`src/hdl/brle_pkg.sv`:
```
// ----------------------------------------------------------------------------
// brle_pkg
// Shared types and constants of the byte run-length stream decoder.
// ----------------------------------------------------------------------------
package brle_pkg;

  localparam int SIZE_WIDTH_DEF = 32;
  localparam int CFG_WIDTH      = 32;
  localparam int CNT_WIDTH      = 7;

  localparam int           LITERAL_BIT = 7;
  localparam logic [7:0]   COUNT_MASK  = 8'h7F;

  localparam logic [1:0] ST_OK       = 2'd0;
  localparam logic [1:0] ST_OVERFLOW = 2'd1;
  localparam logic [1:0] ST_EARLY    = 2'd2;
  localparam logic [1:0] ST_SHORT    = 2'd3;

  localparam logic [1:0] NV_NONE = 2'd0;
  localparam logic [1:0] NV_ONE  = 2'd1;
  localparam logic [1:0] NV_TWO  = 2'd2;

  typedef enum logic [1:0] {
    PH_HEADER,
    PH_LITERAL,
    PH_RUN,
    PH_DISCARD
  } phase_t;

  typedef enum logic [1:0] {
    S_IDLE,
    S_RUN,
    S_FIN
  } seq_state_t;

  typedef struct packed {
    logic [7:0] stream_byte;
    logic       end_of_stream;
  } in_item_t;

  typedef struct packed {
    logic [7:0] byte_first;
    logic [7:0] byte_second;
    logic [1:0] valid_bytes;
    logic       last_of_item;
    logic       frame_end;
    logic [1:0] status;
  } out_item_t;

endpackage

```
`src/hdl/brle_out_stage.sv`:
```
// ----------------------------------------------------------------------------
// brle_out_stage
// Result holding register: takes a result when empty or being drained.
// ----------------------------------------------------------------------------
module brle_out_stage (
  input  logic                clk,
  input  logic                rst_n,
  input  logic                push,
  input  brle_pkg::out_item_t push_data,
  output logic                free,
  output logic                out_valid,
  input  logic                out_ready,
  output brle_pkg::out_item_t out_data
);
  import brle_pkg::*;

  logic      valid_r;
  logic      valid_nxt;
  out_item_t data_r;

  assign free      = !valid_r || out_ready;
  assign out_valid = valid_r;
  assign out_data  = data_r;

  always_comb begin
    valid_nxt = valid_r;
    if (push) begin
      valid_nxt = 1'b1;
    end else if (out_ready) begin
      valid_nxt = 1'b0;
    end
  end

  always_ff @(posedge clk) begin
    if (!rst_n) begin
      valid_r <= 1'b0;
    end else begin
      valid_r <= valid_nxt;
    end
  end

  always_ff @(posedge clk) begin
    if (push) begin
      data_r <= push_data;
    end
  end

endmodule

```
`src/hdl/byte_rle_stream_decoder.sv`:
```
// ----------------------------------------------------------------------------
// byte_rle_stream_decoder
// Decodes a literal/run packet byte stream into results of up to two bytes with status.
// ----------------------------------------------------------------------------
// A header byte or a literal byte is taken when the result register is free and
// no run or status result is pending. A run value byte starts the run sequencer,
// which emits at most two bytes per cycle while the single result register is
// free, and nothing when the count is zero. A byte that ends the stream outside
// a run leads to a status result, as does a zero-count run that ends the stream.
// The header room check (one subtract and compare over SIZE_WIDTH bits) and the
// byte counter adder, shared by literal and run updates, set the path between
// registers.
module byte_rle_stream_decoder #(
  parameter int SIZE_WIDTH = brle_pkg::SIZE_WIDTH_DEF
) (
  input  logic                           clk,
  input  logic                           rst_n,
  input  logic                           cfg_we,
  input  logic [brle_pkg::CFG_WIDTH-1:0] cfg_wdata,
  input  logic                           in_valid,
  output logic                           in_ready,
  input  brle_pkg::in_item_t             in_data,
  output logic                           out_valid,
  input  logic                           out_ready,
  output brle_pkg::out_item_t            out_data
);
  import brle_pkg::*;

  seq_state_t           state_r, state_nxt;
  phase_t               phase_r, phase_nxt;
  logic [CNT_WIDTH-1:0] pkt_r, pkt_nxt;
  logic [SIZE_WIDTH-1:0] bw_r, bw_nxt;
  logic [1:0]           err_r, err_nxt;
  logic [SIZE_WIDTH-1:0] exp_r, exp_nxt;
  logic [7:0]           run_byte_r, run_byte_nxt;
  logic [CNT_WIDTH-1:0] run_cnt_r, run_cnt_nxt;
  logic                 run_eos_r, run_eos_nxt;
  logic [7:0]           fin_byte_r, fin_byte_nxt;
  logic [1:0]           fin_nv_r, fin_nv_nxt;

  logic                 slot_free;
  logic                 push;
  out_item_t            push_data;
  logic                 accept;
  logic [7:0]           b;
  logic                 eos;
  logic [CNT_WIDTH-1:0] cnt;
  logic [SIZE_WIDTH:0]  diff;
  logic                 no_room;
  logic                 over;
  logic [CNT_WIDTH-1:0] addend;
  logic [SIZE_WIDTH-1:0] bw_sum;
  logic [1:0]           fin_status;
  logic                 run_last;

  brle_out_stage u_out (
    .clk       (clk),
    .rst_n     (rst_n),
    .push      (push),
    .push_data (push_data),
    .free      (slot_free),
    .out_valid (out_valid),
    .out_ready (out_ready),
    .out_data  (out_data)
  );

  assign in_ready = (state_r == S_IDLE) && slot_free;
  assign accept   = in_valid && in_ready;
  assign b        = in_data.stream_byte;
  assign eos      = in_data.end_of_stream;
  assign cnt      = CNT_WIDTH'(b & COUNT_MASK);

  // room check: header count against expected minus written, zero if passed
  assign diff    = {1'b0, exp_r} - {1'b0, bw_r};
  assign no_room = diff[SIZE_WIDTH] || (diff[SIZE_WIDTH-1:0] == '0);
  assign over    = no_room ? (cnt != '0)
                           : (SIZE_WIDTH'(cnt) > diff[SIZE_WIDTH-1:0]);

  // shared byte counter adder
  assign addend = (phase_r == PH_LITERAL) ? CNT_WIDTH'(1) : pkt_r;
  assign bw_sum = bw_r + SIZE_WIDTH'(addend);

  always_comb begin
    if (err_r != ST_OK) begin
      fin_status = err_r;
    end else if (phase_r == PH_LITERAL || phase_r == PH_RUN) begin
      fin_status = ST_EARLY;
    end else if (exp_r == '0) begin
      fin_status = ST_OVERFLOW;
    end else if (bw_r != exp_r) begin
      fin_status = ST_SHORT;
    end else begin
      fin_status = ST_OK;
    end
  end

  assign run_last = (run_cnt_r <= CNT_WIDTH'(2));

  always_comb begin
    state_nxt    = state_r;
    phase_nxt    = phase_r;
    pkt_nxt      = pkt_r;
    bw_nxt       = bw_r;
    err_nxt      = err_r;
    exp_nxt      = exp_r;
    run_byte_nxt = run_byte_r;
    run_cnt_nxt  = run_cnt_r;
    run_eos_nxt  = run_eos_r;
    fin_byte_nxt = fin_byte_r;
    fin_nv_nxt   = fin_nv_r;
    push         = 1'b0;
    push_data    = '0;

    if (cfg_we) begin
      exp_nxt = SIZE_WIDTH'(cfg_wdata);
    end

    case (state_r)
      S_IDLE: begin
        if (accept) begin
          fin_byte_nxt = 8'd0;
          fin_nv_nxt   = NV_NONE;
          case (phase_r)
            PH_HEADER: begin
              if (over) begin
                err_nxt   = ST_OVERFLOW;
                phase_nxt = PH_DISCARD;
              end else if (b[LITERAL_BIT]) begin
                if (cnt != '0) begin
                  phase_nxt = PH_LITERAL;
                  pkt_nxt   = cnt;
                end
              end else begin
                phase_nxt = PH_RUN;
                pkt_nxt   = cnt;
              end
              if (eos) begin
                state_nxt = S_FIN;
              end
            end
            PH_LITERAL: begin
              bw_nxt  = bw_sum;
              pkt_nxt = pkt_r - CNT_WIDTH'(1);
              if (pkt_r == CNT_WIDTH'(1)) begin
                phase_nxt = PH_HEADER;
              end
              if (eos) begin
                fin_byte_nxt = b;
                fin_nv_nxt   = NV_ONE;
                state_nxt    = S_FIN;
              end else begin
                push                   = 1'b1;
                push_data.byte_first   = b;
                push_data.valid_bytes  = NV_ONE;
                push_data.last_of_item = 1'b1;
                push_data.status       = err_r;
              end
            end
            PH_RUN: begin
              run_byte_nxt = b;
              run_cnt_nxt  = pkt_r;
              run_eos_nxt  = eos;
              bw_nxt       = bw_sum;
              pkt_nxt      = '0;
              phase_nxt    = PH_HEADER;
              state_nxt    = S_RUN;
            end
            default: begin
              if (eos) begin
                state_nxt = S_FIN;
              end
            end
          endcase
        end
      end
      S_RUN: begin
        if (run_cnt_r == '0) begin
          // zero run: only an end of stream leaves a result
          state_nxt = run_eos_r ? S_FIN : S_IDLE;
        end else if (slot_free) begin
          push                   = 1'b1;
          push_data.byte_first   = run_byte_r;
          push_data.last_of_item = run_last;
          push_data.frame_end    = run_last && run_eos_r;
          push_data.status       = (run_last && run_eos_r) ? fin_status : err_r;
          if (run_cnt_r >= CNT_WIDTH'(2)) begin
            push_data.byte_second = run_byte_r;
            push_data.valid_bytes = NV_TWO;
            run_cnt_nxt           = run_cnt_r - CNT_WIDTH'(2);
          end else begin
            push_data.valid_bytes = NV_ONE;
            run_cnt_nxt           = '0;
          end
          if (run_last) begin
            state_nxt = S_IDLE;
            if (run_eos_r) begin
              phase_nxt = PH_HEADER;
              pkt_nxt   = '0;
              bw_nxt    = '0;
              err_nxt   = ST_OK;
            end
          end
        end
      end
      S_FIN: begin
        if (slot_free) begin
          push                   = 1'b1;
          push_data.byte_first   = fin_byte_r;
          push_data.valid_bytes  = fin_nv_r;
          push_data.last_of_item = 1'b1;
          push_data.frame_end    = 1'b1;
          push_data.status       = fin_status;
          phase_nxt              = PH_HEADER;
          pkt_nxt                = '0;
          bw_nxt                 = '0;
          err_nxt                = ST_OK;
          state_nxt              = S_IDLE;
        end
      end
      default: begin
        state_nxt = S_IDLE;
      end
    endcase
  end

  always_ff @(posedge clk) begin
    if (!rst_n) begin
      state_r <= S_IDLE;
      phase_r <= PH_HEADER;
      pkt_r   <= '0;
      bw_r    <= '0;
      err_r   <= ST_OK;
      exp_r   <= SIZE_WIDTH'(1);
    end else begin
      state_r <= state_nxt;
      phase_r <= phase_nxt;
      pkt_r   <= pkt_nxt;
      bw_r    <= bw_nxt;
      err_r   <= err_nxt;
      exp_r   <= exp_nxt;
    end
  end

  always_ff @(posedge clk) begin
    run_byte_r <= run_byte_nxt;
    run_cnt_r  <= run_cnt_nxt;
    run_eos_r  <= run_eos_nxt;
    fin_byte_r <= fin_byte_nxt;
    fin_nv_r   <= fin_nv_nxt;
  end

endmodule
```
`config.mk`:
```
export PLATFORM = sky130hd
export DESIGN_NAME = byte_rle_stream_decoder
export DESIGN_NICKNAME = d
export VERILOG_FILES = /design/src/hdl/brle_pkg.sv /design/src/hdl/brle_out_stage.sv /design/src/hdl/byte_rle_stream_decoder.sv
export SDC_FILE = /design/constraint.sdc
export NUM_CORES = 1
export LEC_CHECK = 0
export ABC_AREA = 1
export BUFFER_PORTS_ARGS = -buffer_cell sky130_fd_sc_hd__buf_2
export CAP_MARGIN = 20
export CORE_MARGIN = 1
export CORE_UTILIZATION = 35
export DETAILED_ROUTE_END_ITERATION = 10
export PLACE_DENSITY = 0.61
export SETUP_SLACK_MARGIN = 0.2
export SLEW_MARGIN = 20
export SYNTH_ARGS = -nofsm -noshare
export SYNTH_HDL_FRONTEND = slang
export SYNTH_SLANG_ARGS = --single-unit
```
`constraint.sdc`:
```
create_clock -name clk -period 3.8 [get_ports clk]
set_input_delay 0 -clock clk [delete_from_list [all_inputs] [get_ports clk]]
set_output_delay 0 -clock clk [all_outputs]
set_load 0.01 [all_outputs]
```
==> run_results.csv <==
group,metric,value,unit
power_and_ir_drop,power_density,564,nW/µm²
critical_path,cp_data_required_time,4120,ps
drt,first_iter_violations,476,
yosys,yosysMostFrequentCell,"nand2_1",
power_and_ir_drop,combPwrFrac,42.2,%
placed_design,dp_cells,1719,
drt,firstDrtPassIters,5,
sta,max_freq,309,MHz
yosys,synth_largest_area_cell,"dfxtp_1",
clocking,cts_tree,"built",
critical_path,cp-end-kind,"flip-flop",
yosys,synth.top_cells.by_area,"dfxtp_1, edfxtp_1, nand2_1",
grt,globalRoute.totalOverflow,0,
yosys,synth_edf_count,47,
critical_path,rr_worst_depth,29,
power_and_ir_drop,seqPwrFrac,31.0,%
clocking,clockRootBuffer,"clkbuf_16",
sta,finClkSkew,12.8,ps
critical_path,arrival,3560,ps
placed_design,place_congestion,0.910,
sta,fin_crit_sh,85.1,%
sta,fin_tns_setup,0,ps
finish,fin_nets,1562,
placed_design,pre_cts_ws,473,ps
critical_path,crit_type,"reg2reg",
die,dieArea,25800,µm²
die,fp.dieW,161,µm
yosys,seq_area_frac_synth,33.6,%
die,core,24500,µm²
placed_design,dp_hpwl,19800,µm
sta,final.setup.worst_slack,566,ps
grt,use_met3,2.92,%
clocking,ctsLongestPathBuffers,2,
sta,slew_violations,0,
outcome,outcome,"finished clean",
die,start_util,36.0,%
yosys,synth_cell_types,50,
sta,hold_viol_final,0,
power_and_ir_drop,p_sw_share,40.9,%
power_and_ir_drop,p_leak,0.00514,µW
clocking,cts_buffers,17,
grt,grt_pass1_wl,40600,µm
yosys,synth_top_area_share,17.5,%
clocking,clock_sinks,124,
sta,period_needed,3230,ps
grt,grt_max_degree,45,
power_and_ir_drop,ir_worst_vdd,330,µV
drt,vias_per_cell,4.86,
sta,worstMarginPinSlew,979,ps
drt,via_count,8707,
power_and_ir_drop,p_total,5960,µW
grt,grt.met1_usage,22.4,%
power_and_ir_drop,switching_power,2440,µW
power_and_ir_drop,clockPowerShare,26.7,%
yosys,synth_seq_cells,124,
sta,setup_violations,0,
finish,syn_to_final_growth,20.0,%
worst_hold_path,hold_class,"in2reg",
critical_path,cp_slowest_cell,"dfxtp_2",
yosys,synth_nets,1441,
clocking,insertion_delay,430,ps
drt,ant_nets,0,
finish,utilization,43.2,%
clocking,postCtsSetupRepairBufs,0,
yosys,async_flop_share,0,%
critical_path,crit_top_cell,"nand2_1",
finish,antenna_cells,0,
sta,rsz0062_at_grt,"no",
finish,drive_gt1_share,9.80,%
drt,totalWireLength,25100,µm
yosys,ys_dominant_reg_cell,"dfxtp_1",
placed_design,port-buffer-count,69,
die,die_h,161,µm
grt,grt_antenna_before_repair,0,
sta,slew-limit-headroom,34.7,%
drt,route.detailed.drc,0,
run,drv_cap,0,
power_and_ir_drop,intPower,3520,µW
yosys,synth_common_cells,"nand2_1, inv_1, nor2_1, dfxtp_1, a21oi_1",
critical_path,worstSetupStartpointType,"flip-flop",
critical_path,slowest_delay,360,ps
grt,grt_pass1_vias,8412,
grt,top_usage_layer,"met2",
die,top_level_ports,70,
yosys,ys_warn_count,0,
grt,gr-usage-all-layers,19.9,%
grt,met2_usage,37.4,%
finish,final_cells,1793,
clocking,htreeDepth,4,
critical_path,worstPathMaxFanout,7,
yosys,synth_cells,1335,
clocking,clkSlewWorstSetupHoldPaths,60,ps
worst_hold_path,hold_depth,4,
drt,avgRoutedWirePerCell,14.0,µm
die,row_count,57,
yosys,syn_area_per_cell,6.59,µm²
yosys,syn_area,8800,µm²
==> what timing repair did <==
item / in CTS / in global routing
resized for setup: 0 / 5
hold buffers: 41 / 0
endpoints found under the hold margin: 44 / 0
endpoints found under the setup margin: 0 / 9
==> kinds of logic after synthesis <==
group / share of synthesized area [%]
AO/OA/AOI/OAI: 11.2
XOR/XNOR: 1.39
adder cells (fa/ha/maj): 8.70
buffers and inverters: 10.7
flip-flops: 33.6
AND/OR/NAND/NOR: 34.4
==> layout make-up <==
class	instances	area, µm²
clock buffers	18	429
clock inverters	14	136
fillers	2532	13900
inverters	229	860
multi-input cells	962	4930
flip-flops and latches	124	2950
well taps	324	405
repair buffers	122	846
==> metal layers <==
layer	wire, µm	vias to the layer above
met5	0	-
met4	701	0
met3	938	45
met2	12700	223
met1	10800	3898
li1	-	4541
==> state kept, by name, summed over array words and instances, names as in the netlist <==
name and count:
bw_r 32, pkt_r 7, exp_r 32, state_r 2, run_eos_r 1, fin_nv_r 1, phase_r 2, run_cnt_r 7
u_out.out_data 22, err_r 1, u_out.out_valid 1, fin_byte_r 8, run_byte_r 8
==> path summary, 6_finish.rpt <==
check                               start         endpoint  slack (ps)
worst max-delay path              bw_r[1]         pkt_r[3]         570
worst min-delay path            out_ready  u_out.out_valid          30
worst max register to register    bw_r[1]         pkt_r[3]         570
worst min register to register   bw_r[19]         bw_r[19]         480
==> layout by cell type, fill, tap and decap left out, drive strengths merged, types with 2 or more instances in the layout <==
master	n
o211ai	5
nor3b	3
dfxtp	77
o21bai	3
clkinvlp	3
o22ai	13
xor2	8
fa	2
o21a	5
xnor2	6
nand3b	4
a31oi	12
a211oi	5
inv	233
nand2	375
a21oi	65
buf	81
nand4	18
nand3	63
clkinv	6
edfxtp	47
nor4	18
o21ai	59
nor3	31
dlygate4sd3	41
nor2	200
ha	58
clkbuf	18
==> worst max-delay path: cells and delay by family, from the launching register on <==
family / cells / cell delay, ps
simple gates: 24 / 1960
buf+inv: 3 / 220
fa+ha+maj: 2 / 590
flops: 1 / 360
==> power groups by stage <==
stage                     registers, µW  logic (µW)  clock network (µW)
after detailed placement           1880        2430                   0
after floorplan                    1920        1700                   0
after global placement             1870        2410                   0
after global routing               1880        2840                1660
after CTS                          1850        2480                1610
final                              1850        2520                1590
==> per-stage QoR <==
stage               hold slack (ps)  area (µm²)
floorplan                      98.9        8800
global placement                225        9560
detailed placement              226        9560
CTS                            15.2       10500
global route                   52.5       10600
finish                         31.7       10600
Power figures use the tool's default switching activity.
